[src/hdl/mhs_pkg.sv]
// constants and value conversion functions for the min-heap sort engine
// depends on nothing; used by the channel interfaces and the top level
package mhs_pkg;

   localparam int MAX_ITEMS  = 32;
   localparam int DATA_WIDTH = 32;
   // fixed width of the value fields on both channels
   localparam int VALUE_W    = 32;
   localparam int ADDR_W     = (MAX_ITEMS > 1) ? $clog2(MAX_ITEMS) : 1;
   localparam int CNT_W      = $clog2(MAX_ITEMS + 1);

   typedef logic signed [DATA_WIDTH-1:0] data_type;
   typedef logic signed [VALUE_W-1:0]    value_type;
   typedef logic [ADDR_W-1:0]            addr_type;
   typedef logic [CNT_W-1:0]             count_type;

   // input word value to stored element: sign extend, then keep DATA_WIDTH bits
   function automatic data_type to_data(input value_type v);
      logic signed [63:0] ext;
      ext = 64'(v);
      return ext[DATA_WIDTH-1:0];
   endfunction

   // stored element to output word value: sign extend, then keep the low bits
   function automatic value_type to_value(input data_type d);
      logic signed [63:0] ext;
      ext = 64'(d);
      return ext[VALUE_W-1:0];
   endfunction

   // signed order of stored elements
   function automatic logic less_than(input data_type a, input data_type b);
      return a < b;
   endfunction

endpackage

[src/hdl/mhs_if.sv]
// valid/ready channel interfaces for the load words and the sorted words
// depends on mhs_pkg
interface mhs_req_if;
   logic                valid;
   logic                ready;
   mhs_pkg::value_type  value;
   logic                last;

   modport source (output valid, value, last, input ready);
   modport sink   (input valid, value, last, output ready);
endinterface

interface mhs_rsp_if;
   logic                valid;
   logic                ready;
   mhs_pkg::value_type  sorted_value;
   logic                final_res;
   logic                overflowed;

   modport source (output valid, sorted_value, final_res, overflowed, input ready);
   modport sink   (input valid, sorted_value, final_res, overflowed, output ready);
endinterface

[src/hdl/min_heap_sort_engine.sv]
// Min-heap sort engine. Load words go into a MAX_ITEMS-entry element memory, one per cycle,
// until a word marked last; words past capacity are dropped and flag overflowed on every
// result of that run. The block then stops taking load words, builds a min-heap in the
// memory and runs heapsort, and streams the elements out in descending order. Everything
// sits in one synchronous memory with two read ports and one write port, and both reads are
// registered. A sift-down moves one heap level per cycle (both children read together, the
// moving element held in a register) and ends with a compare that writes the held element
// into place. A build sift starts in ST_SIFT_START and ST_SIFT_LOAD, and each root swap
// passes ST_SWAP_RD and ST_SWAP_WR. Readout reads the first element in ST_OUT_RD, then each
// result word is captured in ST_OUT_CAP and held in ST_OUT_HOLD until the sink takes it.
// depends on mhs_pkg and the interfaces in mhs_if
module min_heap_sort_engine (
   input  logic       clock,
   input  logic       reset,
   mhs_req_if.sink    req_if,
   mhs_rsp_if.source  rsp_if
);

   localparam logic [3:0] ST_LOAD       = 4'd0;
   localparam logic [3:0] ST_SIFT_START = 4'd1;
   localparam logic [3:0] ST_SIFT_LOAD  = 4'd2;
   localparam logic [3:0] ST_SIFT_CMP   = 4'd3;
   localparam logic [3:0] ST_SWAP_RD    = 4'd4;
   localparam logic [3:0] ST_SWAP_WR    = 4'd5;
   localparam logic [3:0] ST_OUT_RD     = 4'd6;
   localparam logic [3:0] ST_OUT_CAP    = 4'd7;
   localparam logic [3:0] ST_OUT_HOLD   = 4'd8;

   localparam int KID_W = mhs_pkg::ADDR_W + 2;

   // element memory
   mhs_pkg::data_type mem [mhs_pkg::MAX_ITEMS];
   mhs_pkg::data_type rd_a_ff;
   mhs_pkg::data_type rd_b_ff;
   mhs_pkg::addr_type rd_a_addr;
   mhs_pkg::addr_type rd_b_addr;
   logic              wr_en;
   mhs_pkg::addr_type wr_addr;
   mhs_pkg::data_type wr_data;

   // control state
   logic [3:0]          state_ff,  state_in;
   mhs_pkg::count_type  count_ff,  count_in;
   logic                ovf_ff,    ovf_in;
   mhs_pkg::count_type  n_ff,      n_in;
   mhs_pkg::count_type  size_ff,   size_in;
   mhs_pkg::addr_type   node_ff,   node_in;
   mhs_pkg::addr_type   i_ff,      i_in;
   mhs_pkg::addr_type   j_ff,      j_in;
   mhs_pkg::addr_type   k_ff,      k_in;
   logic                phase_ff,  phase_in;
   logic                rsp_valid_ff, rsp_valid_in;

   // payload registers
   mhs_pkg::data_type   node_val_ff, node_val_in;
   mhs_pkg::value_type  rsp_value_ff, rsp_value_in;
   logic                rsp_final_ff, rsp_final_in;
   logic                rsp_ovf_ff,   rsp_ovf_in;

   // sift compare
   logic [KID_W-1:0]    left_w;
   logic [KID_W-1:0]    right_w;
   logic [KID_W-1:0]    size_w;
   logic                move;
   mhs_pkg::addr_type   pick;
   mhs_pkg::data_type   best;
   logic                req_take;
   logic                rsp_take;

   assign req_take = req_if.valid && req_if.ready;
   assign rsp_take = rsp_if.valid && rsp_if.ready;

   assign req_if.ready        = (state_ff == ST_LOAD);
   assign rsp_if.valid        = rsp_valid_ff;
   assign rsp_if.sorted_value = rsp_value_ff;
   assign rsp_if.final_res    = rsp_final_ff;
   assign rsp_if.overflowed   = rsp_ovf_ff;

   // pick the smallest of node and its children inside the heap
   always_comb begin
      left_w = {1'b0, node_ff, 1'b1};
      right_w = left_w + KID_W'(1);
      size_w = KID_W'(size_ff);
      best = node_val_ff;
      move = 1'b0;
      pick = node_ff;
      if ((left_w < size_w) && mhs_pkg::less_than(rd_a_ff, best)) begin
         best = rd_a_ff;
         move = 1'b1;
         pick = left_w[mhs_pkg::ADDR_W-1:0];
      end
      if ((right_w < size_w) && mhs_pkg::less_than(rd_b_ff, best)) begin
         best = rd_b_ff;
         move = 1'b1;
         pick = right_w[mhs_pkg::ADDR_W-1:0];
      end
   end

   // sequencer: load, heap build, extraction, readout
   always_comb begin
      state_in     = state_ff;
      count_in     = count_ff;
      ovf_in       = ovf_ff;
      n_in         = n_ff;
      size_in      = size_ff;
      node_in      = node_ff;
      i_in         = i_ff;
      j_in         = j_ff;
      k_in         = k_ff;
      phase_in     = phase_ff;
      rsp_valid_in = rsp_valid_ff;
      node_val_in  = node_val_ff;
      rsp_value_in = rsp_value_ff;
      rsp_final_in = rsp_final_ff;
      rsp_ovf_in   = rsp_ovf_ff;
      wr_en        = 1'b0;
      wr_addr      = count_ff[mhs_pkg::ADDR_W-1:0];
      wr_data      = mhs_pkg::to_data(req_if.value);
      rd_a_addr    = '0;
      rd_b_addr    = '0;
      case (state_ff)
         ST_LOAD: begin
            if (req_take) begin
               if (count_ff < mhs_pkg::CNT_W'(mhs_pkg::MAX_ITEMS)) begin
                  wr_en    = 1'b1;
                  count_in = count_ff + mhs_pkg::CNT_W'(1);
               end else begin
                  ovf_in = 1'b1;
               end
               if (req_if.last) begin
                  n_in     = count_in;
                  size_in  = count_in;
                  k_in     = '0;
                  phase_in = 1'b0;
                  i_in     = mhs_pkg::ADDR_W'((count_in >> 1) - mhs_pkg::CNT_W'(1));
                  node_in  = mhs_pkg::ADDR_W'((count_in >> 1) - mhs_pkg::CNT_W'(1));
                  if (count_in == mhs_pkg::CNT_W'(1)) begin
                     state_in = ST_OUT_RD;
                  end else begin
                     state_in = ST_SIFT_START;
                  end
               end
            end
         end
         ST_SIFT_START: begin
            rd_a_addr = node_ff;
            state_in  = ST_SIFT_LOAD;
         end
         ST_SIFT_LOAD: begin
            // element to sift, and the reads of its children
            node_val_in = rd_a_ff;
            rd_a_addr   = mhs_pkg::ADDR_W'({node_ff, 1'b1});
            rd_b_addr   = mhs_pkg::ADDR_W'({node_ff, 1'b1} + (mhs_pkg::ADDR_W + 1)'(1));
            state_in    = ST_SIFT_CMP;
         end
         ST_SIFT_CMP: begin
            wr_en   = 1'b1;
            wr_addr = node_ff;
            if (move) begin
               // child moves up, held element goes one level down
               wr_data   = best;
               node_in   = pick;
               rd_a_addr = mhs_pkg::ADDR_W'({pick, 1'b1});
               rd_b_addr = mhs_pkg::ADDR_W'({pick, 1'b1} + (mhs_pkg::ADDR_W + 1)'(1));
            end else begin
               wr_data = node_val_ff;
               if (!phase_ff) begin
                  if (i_ff == '0) begin
                     phase_in = 1'b1;
                     j_in     = mhs_pkg::ADDR_W'(n_ff - mhs_pkg::CNT_W'(1));
                     state_in = ST_SWAP_RD;
                  end else begin
                     i_in     = i_ff - mhs_pkg::ADDR_W'(1);
                     node_in  = i_ff - mhs_pkg::ADDR_W'(1);
                     state_in = ST_SIFT_START;
                  end
               end else begin
                  if (j_ff == mhs_pkg::ADDR_W'(1)) begin
                     state_in = ST_OUT_RD;
                  end else begin
                     j_in     = j_ff - mhs_pkg::ADDR_W'(1);
                     state_in = ST_SWAP_RD;
                  end
               end
            end
         end
         ST_SWAP_RD: begin
            rd_a_addr = '0;
            rd_b_addr = j_ff;
            state_in  = ST_SWAP_WR;
         end
         ST_SWAP_WR: begin
            // root to the end of the heap, end element sifts from the root
            wr_en       = 1'b1;
            wr_addr     = j_ff;
            wr_data     = rd_a_ff;
            node_val_in = rd_b_ff;
            node_in     = '0;
            size_in     = mhs_pkg::CNT_W'(j_ff);
            rd_a_addr   = mhs_pkg::ADDR_W'(1);
            rd_b_addr   = mhs_pkg::ADDR_W'(2);
            state_in    = ST_SIFT_CMP;
         end
         ST_OUT_RD: begin
            rd_a_addr = k_ff;
            state_in  = ST_OUT_CAP;
         end
         ST_OUT_CAP: begin
            rsp_valid_in = 1'b1;
            rsp_value_in = mhs_pkg::to_value(rd_a_ff);
            rsp_final_in = (mhs_pkg::CNT_W'(k_ff) + mhs_pkg::CNT_W'(1)) == n_ff;
            rsp_ovf_in   = ovf_ff;
            state_in     = ST_OUT_HOLD;
         end
         ST_OUT_HOLD: begin
            if (rsp_take) begin
               rsp_valid_in = 1'b0;
               if (rsp_final_ff) begin
                  count_in = '0;
                  ovf_in   = 1'b0;
                  state_in = ST_LOAD;
               end else begin
                  k_in      = k_ff + mhs_pkg::ADDR_W'(1);
                  rd_a_addr = k_ff + mhs_pkg::ADDR_W'(1);
                  state_in  = ST_OUT_CAP;
               end
            end
         end
         default: begin
            state_in = ST_LOAD;
         end
      endcase
   end

   // memory: one write port, two registered read ports
   always_ff @(posedge clock) begin
      if (wr_en) begin
         mem[wr_addr] <= wr_data;
      end
      rd_a_ff <= mem[rd_a_addr];
      rd_b_ff <= mem[rd_b_addr];
   end

   // control registers
   always_ff @(posedge clock) begin
      if (reset) begin
         state_ff     <= ST_LOAD;
         count_ff     <= '0;
         ovf_ff       <= 1'b0;
         n_ff         <= '0;
         size_ff      <= '0;
         node_ff      <= '0;
         i_ff         <= '0;
         j_ff         <= '0;
         k_ff         <= '0;
         phase_ff     <= 1'b0;
         rsp_valid_ff <= 1'b0;
      end else begin
         state_ff     <= state_in;
         count_ff     <= count_in;
         ovf_ff       <= ovf_in;
         n_ff         <= n_in;
         size_ff      <= size_in;
         node_ff      <= node_in;
         i_ff         <= i_in;
         j_ff         <= j_in;
         k_ff         <= k_in;
         phase_ff     <= phase_in;
         rsp_valid_ff <= rsp_valid_in;
      end
   end

   // payload registers
   always_ff @(posedge clock) begin
      node_val_ff  <= node_val_in;
      rsp_value_ff <= rsp_value_in;
      rsp_final_ff <= rsp_final_in;
      rsp_ovf_ff   <= rsp_ovf_in;
   end

endmodule

[src/flat_wrapper.sv]
// flat-port wrapper written by rule: the top's interface ports become plain ports
module min_heap_sort_engine_flat 
  (clock, reset, req_if_valid, req_if_value, req_if_last, req_if_ready, rsp_if_valid, rsp_if_sorted_value, rsp_if_final_res, rsp_if_overflowed, rsp_if_ready);
  mhs_req_if req_if_i ();
  mhs_rsp_if rsp_if_i ();
  input  logic clock;
  input  logic reset;
  input wire logic [$bits(req_if_i.valid)-1:0] req_if_valid;
  input wire logic [$bits(req_if_i.value)-1:0] req_if_value;
  input wire logic [$bits(req_if_i.last)-1:0] req_if_last;
  output wire logic [$bits(req_if_i.ready)-1:0] req_if_ready;
  output wire logic [$bits(rsp_if_i.valid)-1:0] rsp_if_valid;
  output wire logic [$bits(rsp_if_i.sorted_value)-1:0] rsp_if_sorted_value;
  output wire logic [$bits(rsp_if_i.final_res)-1:0] rsp_if_final_res;
  output wire logic [$bits(rsp_if_i.overflowed)-1:0] rsp_if_overflowed;
  input wire logic [$bits(rsp_if_i.ready)-1:0] rsp_if_ready;
  assign req_if_i.valid = req_if_valid;
  assign req_if_i.value = req_if_value;
  assign req_if_i.last = req_if_last;
  assign req_if_ready = req_if_i.ready;
  assign rsp_if_valid = rsp_if_i.valid;
  assign rsp_if_sorted_value = rsp_if_i.sorted_value;
  assign rsp_if_final_res = rsp_if_i.final_res;
  assign rsp_if_overflowed = rsp_if_i.overflowed;
  assign rsp_if_i.ready = rsp_if_ready;
  min_heap_sort_engine u_core (.clock(clock), .reset(reset), .req_if(req_if_i), .rsp_if(rsp_if_i));
endmodule
[config.mk]
export PLATFORM = sky130hd
export DESIGN_NAME = min_heap_sort_engine_flat
export DESIGN_NICKNAME = d
export VERILOG_FILES = /design/src/hdl/mhs_pkg.sv /design/src/hdl/mhs_if.sv /design/src/hdl/min_heap_sort_engine.sv /design/src/flat_wrapper.sv
export SDC_FILE = /design/constraint.sdc
export NUM_CORES = 2
export LEC_CHECK = 0
export BUFFER_PORTS_ARGS = -buffer_cell sky130_fd_sc_hd__buf_2
export CORE_UTILIZATION = 55
export DETAILED_ROUTE_END_ITERATION = 8
export MAX_ROUTING_LAYER = met4
export PLACE_DENSITY_LB_ADDON = 0.08
export SLEW_MARGIN = 30
export SYNTH_ARGS = -nofsm -noshare
export SYNTH_HDL_FRONTEND = slang
export SYNTH_SLANG_ARGS = --single-unit
[constraint.sdc]
create_clock -name clock -period 11.36 [get_ports clock]
set_clock_uncertainty 0.15 [all_clocks]
set_input_delay 0.568 -clock clock [delete_from_list [all_inputs] [get_ports clock]]
set_output_delay 0.568 -clock clock [all_outputs]
set_load 0.02 [all_outputs]
# == Word level (Yosys, flattened, before mapping) ==
# Memories as Yosys holds them, arrays and structs flattened. A register that Yosys moved wholly into a read port is not among the register bits.
# Index checks and enable logic that the tools add are counted.
# word_totals
mem_bits_rw,1024
input_bits,37
register_bits,111
mem_count,1
# op_classes
magnitude_cmp,5
addsub,10
bitwise_logic,1
n_eq_ne,23
reduce_logical,26
n_mux,70
# memory_table
memory,words,width,read_ports,rd_ports_with_merged_regs,write_ports,line,rtl
u_core.mem,32,32,2,2,1,min_heap_sort_engine.sv:32,mhs_pkg::data_type mem [mhs_pkg::MAX_ITEMS];
# op_table
operator,n
case mux 32 bit (2 select lines),2
2-to-1 mux 32 bit,3
2-to-1 mux 5 bit,19
less-than comparator 32 bit,2
2-to-1 mux 6 bit,8
case mux 4 bit (8 select lines),1
case mux 5 bit (2 select lines),3
case mux 5 bit (6 select lines),1
case mux 6 bit (2 select lines),2
2-to-1 mux 4 bit,5
case mux 5 bit (4 select lines),1
subtractor 5 x 1 -> 5 bit (second input constant),4
equality test 4 x 3 -> 1 bit (second input constant),4
2-to-1 mux 1 bit,16
inequality test 2 bit (second input constant),8
AND reduction 4 bit,4
adder 5 x 1 -> 5 bit (second input constant),3
case mux 5 bit (3 select lines),1
AND reduction 5 bit,3
nonzero test 2 bit,6
2-to-1 mux 3 bit,3
equality test 4 x 2 -> 1 bit (second input constant),2
case mux 1 bit (2 select lines),4
adder 6 x 1 -> 7 bit (second input constant),1
other kinds (23),29

# == Longest topological paths before layout ==
# depth
depth_word,9
mapped_depth,31
depth_no_buf,24

# == Worst setup path before layout ==
# OpenSTA, ideal clock, no wires.
# synth_path
path_type,register to register
from,register u_core.node_val_ff[31]
to,"memory u_core.mem[0][10] (netlist name), data pin"
path_stages_with_launch,24
path_buffers,5
arrival_ns,6.619
slack_ns,4.214
setup_time_ns,0.377
period_less_slack_ns,7.146
cell_sequence,edfxtp_1 > inv_1 > ha_1 > nand4_1 > or4_4 > a31oi_4 > nor4b_2 > nor2_2 > clkbuf_1 > buf_1 > mux2i_1 > ha_1 > a21oi_1 > a21oi_1 > o21ai_0 > nand3_1 > nor3_1 > o2111ai_1 > a31oi_1 > buf_2 > clkbuf_1 > clkbuf_1 > a222oi_1 > a21oi_1
# synth_between
elab_chain_cells,8
word_cells_on_any_way,10
classes_between,order compare: 2; mux: 6; reduce/logical: 2
# synth_rtl
element,line,rtl
start: declaration,min_heap_sort_engine.sv:55,"mhs_pkg::data_type node_val_ff, node_val_in;"
start signal: assignment,min_heap_sort_engine.sv:275,node_val_ff <= node_val_in;
less-than comparator 32 bit,mhs_pkg.sv:33,return a < b;
logical AND 1 bit,min_heap_sort_engine.sv:87,"if ((left_w < size_w) && mhs_pkg::less_than(rd_a_ff, best)) begin"
2-to-1 mux 32 bit,min_heap_sort_engine.sv:87,
less-than comparator 32 bit,mhs_pkg.sv:33,
logical AND 1 bit,min_heap_sort_engine.sv:92,"if ((right_w < size_w) && mhs_pkg::less_than(rd_b_ff, best)) begin"
2-to-1 mux 32 bit / 2-to-1 mux 1 bit (equally long branches),min_heap_sort_engine.sv:92,
2-to-1 mux 32 bit (*),min_heap_sort_engine.sv:159,if (move) begin
case mux 32 bit (2 select lines) (*),min_heap_sort_engine.sv:121,case (state_ff)
named net u_core.wr_data[10],min_heap_sort_engine.sv:39,mhs_pkg::data_type wr_data;
end: declaration,min_heap_sort_engine.sv:32,
# Mark *: on every way through the listed nets, which the timed path passes. The rest lies on a longest branch.

# == Worst setup path in the final report ==
# layout_path
from,"register u_core.rd_a_ff[14], read port of u_core.mem"
to,"register u_core.rd_a_ff[24], read port of u_core.mem"
# layout_between
elab_chain_cells,8
word_cells_on_any_way,11
classes_between,order compare: 2; mux: 7; reduce/logical: 2
# layout_rtl
element,line,rtl
start: declaration,min_heap_sort_engine.sv:33,mhs_pkg::data_type rd_a_ff;
less-than comparator 32 bit,mhs_pkg.sv:33,
logical AND 1 bit,min_heap_sort_engine.sv:87,
2-to-1 mux 32 bit,min_heap_sort_engine.sv:87,
less-than comparator 32 bit,mhs_pkg.sv:33,
logical AND 1 bit,min_heap_sort_engine.sv:92,
2-to-1 mux 1 bit / 2-to-1 mux 5 bit (equally long branches),min_heap_sort_engine.sv:92,
2-to-1 mux 5 bit (*),min_heap_sort_engine.sv:159,
case mux 5 bit (6 select lines) (*),min_heap_sort_engine.sv:121,
# Mark *: on every way between the ends. The rest lies on a longest branch, timed or not.
# A chain may end at the register's enable or synchronous reset.

==> impl_results.md <==
- FMAX: 0.100 GHz
- FFs w/ async S/R, synth: 0%
- Core area: 104000 um2
- Crit Path Max Fanout: 22
- Sequential share of the synthesized area: 60.1%
- Cell Area, Synth: 58100 um2
- Clk root buf: clkbuf_16
- Period utilization: 87.7%
- Antenna viol nets, final: 0
- TritonCTS clock tree: yes
- Total CTS buffers: 130
- Max-slew violations: 0
- Reg2reg path depth: 23
- Number of fill cells in the layout: 8122
- Initial antenna violation count: 7
- Worst EP arrival: 10.37 ns
- GP Congestion: 0.934
- Rel. slew slack: 30.9%
- Yosys cell types: 76
- Slew @ Worst Pin: 1.04 ns
- Sequential Area: 34900 um2
- Initial drt markers: 8415
- Total Routing Usage GR: 39.9%
- P&R area growth vs syn: 11.4%
- Hold Path Sink: u_core.n_ff[0]
- Post-Syn Area per Cell: 10.7 um2
- Post-synth top flop: edfxtp_1
- GR Overflow Total: 0
- Final net count: 5443
- Top cells by count, synth: nand2_1 (1355), edfxtp_1 (1090), clkbuf_1 (386), a21oi_1 (382), nand3_1 (295)
- Port bufs: 72
- Std cell rows: 118
- Reg2reg start: u_core.rd_a_ff[14]
- DR vias/cell: 7.12
- Hold Path Stages: 4
- Placed Cells: 6565
- Leakage: 0.0223 uW
- CP Capture Type: flip-flop
- IR drop worst, VDD: 0.292 mV
- Clock buffer depth: 3
- Reg2reg setup slack: 1.39 ns
- H-tree level count: 4
- Clock tree sinks: 1199
- Cts repair resizes: 0
- Vias in the first global route: 44800
- Share of cells above drive strength 1: 10.9%
- Setup TNS: 0 ns
- Final min period: 9.97 ns
- Flop and latch count out of synthesis: 1199
- Residual DRC count: 0
- Type of the most critical hold path: in -> reg
- HP Start: req_if_valid
- Top-count cell post-synth: nand2_1
- Die footprint: 107000 um2
- Pre-Repair DR Iteration Count: 9
- Synth top area cells: edfxtp_1 (56%), nand2_1 (8.8%), a311oi_1 (3.9%), dfxtp_1 (3.8%), o221ai_1 (3.6%)
- Reg clk slew, reported paths: 0.06 ns
- Number of enable flip-flop cells after synthesis: 1090
- Fin cells: 6816
- Required @ worst endpoint: 11.77 ns
- Final hold viol count: 0
- Largest net degree at the start of global routing: 160
- Post-Syn Instances: 5432
- DR WL/cell: 31.1 um
- First-pass GRT wire length: 301000 um
- Reg-to-Reg End: u_core.rd_a_ff[24]
- Clk_lat worst skew: 0.77 ns
- Die Y: 327 um
- PD cells: 244 nW/um2
- Post-DP HPWL: 117000 um
- Mapped Nets: 5550
- Vias: 48500
- Starting Density: 55.8%
- CP Class: reg -> reg
- DIE WIDTH: 327 um
- Area leader, netlist: edfxtp_1
- Top-area cell type share of the netlist area: 56.4%
- RSZ-0062 raised after global routing: false
- Run status: finished, final reports clean
- Final WL: 212000 um
- CP Launch Type: flip-flop
- YS warnings: 0
- Max-capacitance violation count: 0
- Endpoints failing setup: 0
- IO Count: 73
- Multi-input logic area: 21900 um2
==> routing by layer <==
layer | global-route usage, % | up-vias | share of wire [%]
met5 | - | - | 0
met4 | 21.1 | 0 | 5.6
met3 | 10.8 | 726 | 15
met2 | 56.4 | 4032 | 43
met1 | 52.6 | 23300 | 37
li1 | - | 20500 | -
==> worst max path at each step <==
stage	startpoint	to	slack (ns)
after detailed placement	u_core.rd_a_ff[14]	u_core.rd_a_ff[24]	1.80
after CTS	u_core.rd_a_ff[14]	u_core.rd_a_ff[24]	1.74
after global routing	u_core.rd_a_ff[14]	u_core.rd_a_ff[24]	1.26
final	u_core.rd_a_ff[14]	u_core.rd_a_ff[24]	1.39
after floorplan	u_core.node_val_ff[31]	u_core.mem[0][10]	4.21
after global placement	u_core.rd_a_ff[14]	u_core.rd_a_ff[0]	1.35
==> cells in the final DEF, fill, tap and decap left out, types with 41 or more instances in the layout <==
cell type  instances
dfxtp_1          109
clkbuf_1          41
a311oi_1         260
o22ai_1           76
clkbuf_16        135
ha_1              81
nor2_1           229
buf_2             72
inv_1             52
a21oi_1          351
buf_4            108
nand2_1         1348
edfxtp_1        1090
mux2_2            42
nor3_1           108
o221ai_1         241
nand3_1          294
o21ai_0           68
mux2i_1           45
and3_1           135
==> state kept, by name, indices dropped and copies added (netlist names) <==
signal                      flops
u_core.rd_a_ff                 32
u_core.count_ff                 6
u_core.rd_b_ff                 32
u_core.n_ff                     6
u_core.ovf_ff                   1
u_core.node_val_ff             32
u_core.rsp_if.overflowed        1
u_core.state_ff                 4
u_core.rsp_if.sorted_value     32
u_core.size_ff                  6
u_core.node_ff                  5
u_core.i_ff                     5
u_core.phase_ff                 1
u_core.rsp_if.valid             1
u_core.j_ff                     5
u_core.rsp_if.final_res         1
u_core.k_ff                     5
u_core.mem                   1024
==> through the flow <==
stage / utilization (%) / area, um2 / total power, uW / worst slack, ns / hold WS (ns)
floorplan: - / 58100 / 9160 / 4.21 / 0.269
global placement: 57.7 / 60100 / 11300 / 1.35 / 0.291
detailed placement: 57.9 / 60300 / 11400 / 1.80 / 0.297
CTS: 62.0 / 64500 / 15500 / 1.74 / 0.118
global route: 62.1 / 64700 / 16300 / 1.26 / 0.198
finish: 62.1 / 64700 / 15800 / 1.39 / 0.158
==> power breakdown <==
| group | internal, uW | switching [uW] |
|---|---|---|
| sequential | 5350 | 420 |
| combinational | 1780 | 4070 |
| clock | 2410 | 1790 |
==> layout make-up <==
| class | count | share of cell area [%] |
|---|---|---|
| flip-flops and latches | 1199 | 54.0 |
| multi-input cells | 3734 | 33.8 |
| clock buffers | 184 | 5.61 |
| repair buffers | 208 | 2.74 |
| well taps | 1380 | 2.67 |
| clock inverters | 55 | 0.841 |
| inverters | 52 | 0.302 |
| diodes | 4 | 0.0155 |
==> critical path: stages (launching register included) <==
cell      delay [ns]
dfxtp_1         0.80
ha_1            0.25
nand4_1         0.13
nor3_1          0.38
o311ai_2        0.21
a31oi_4         0.38
nor4b_2         0.15
nor2_4          0.75
mux2i_1         0.22
ha_1            0.46
nand4_1         0.31
nor4_2          0.61
nand3_1         0.16
o32ai_2         0.65
o31ai_1         0.14
and3_1          0.25
o2111a_1        0.20
nor3_4          0.84
buf_4           0.50
buf_4           0.44
o221ai_1        0.20
o221ai_1        0.59
nor3_1          0.18
nor3_2          0.77
==> timing repair <==
action / 4_1_cts / 5_1_grt
buffers inserted: 0 / 0
hold buffers: 1 / 0
hold endpoints to repair: 1 / 0
endpoints found under the setup margin: 0 / 0
==> logic make-up (layout without fill, tap and decap cells) <==
kind of cell	Yosys count	in the layout	share of synthesized area [%]
compound gates	1242	1242	15.6
xor+xnor	26	26	0.392
fa+ha+maj	81	81	1.75
buf+inv	499	499	3.42
flops	1199	1199	60.1
mux	103	103	1.90
other cells	0	4	0
simple gates	2282	2282	16.8
(Power assumes the default switching activity.)
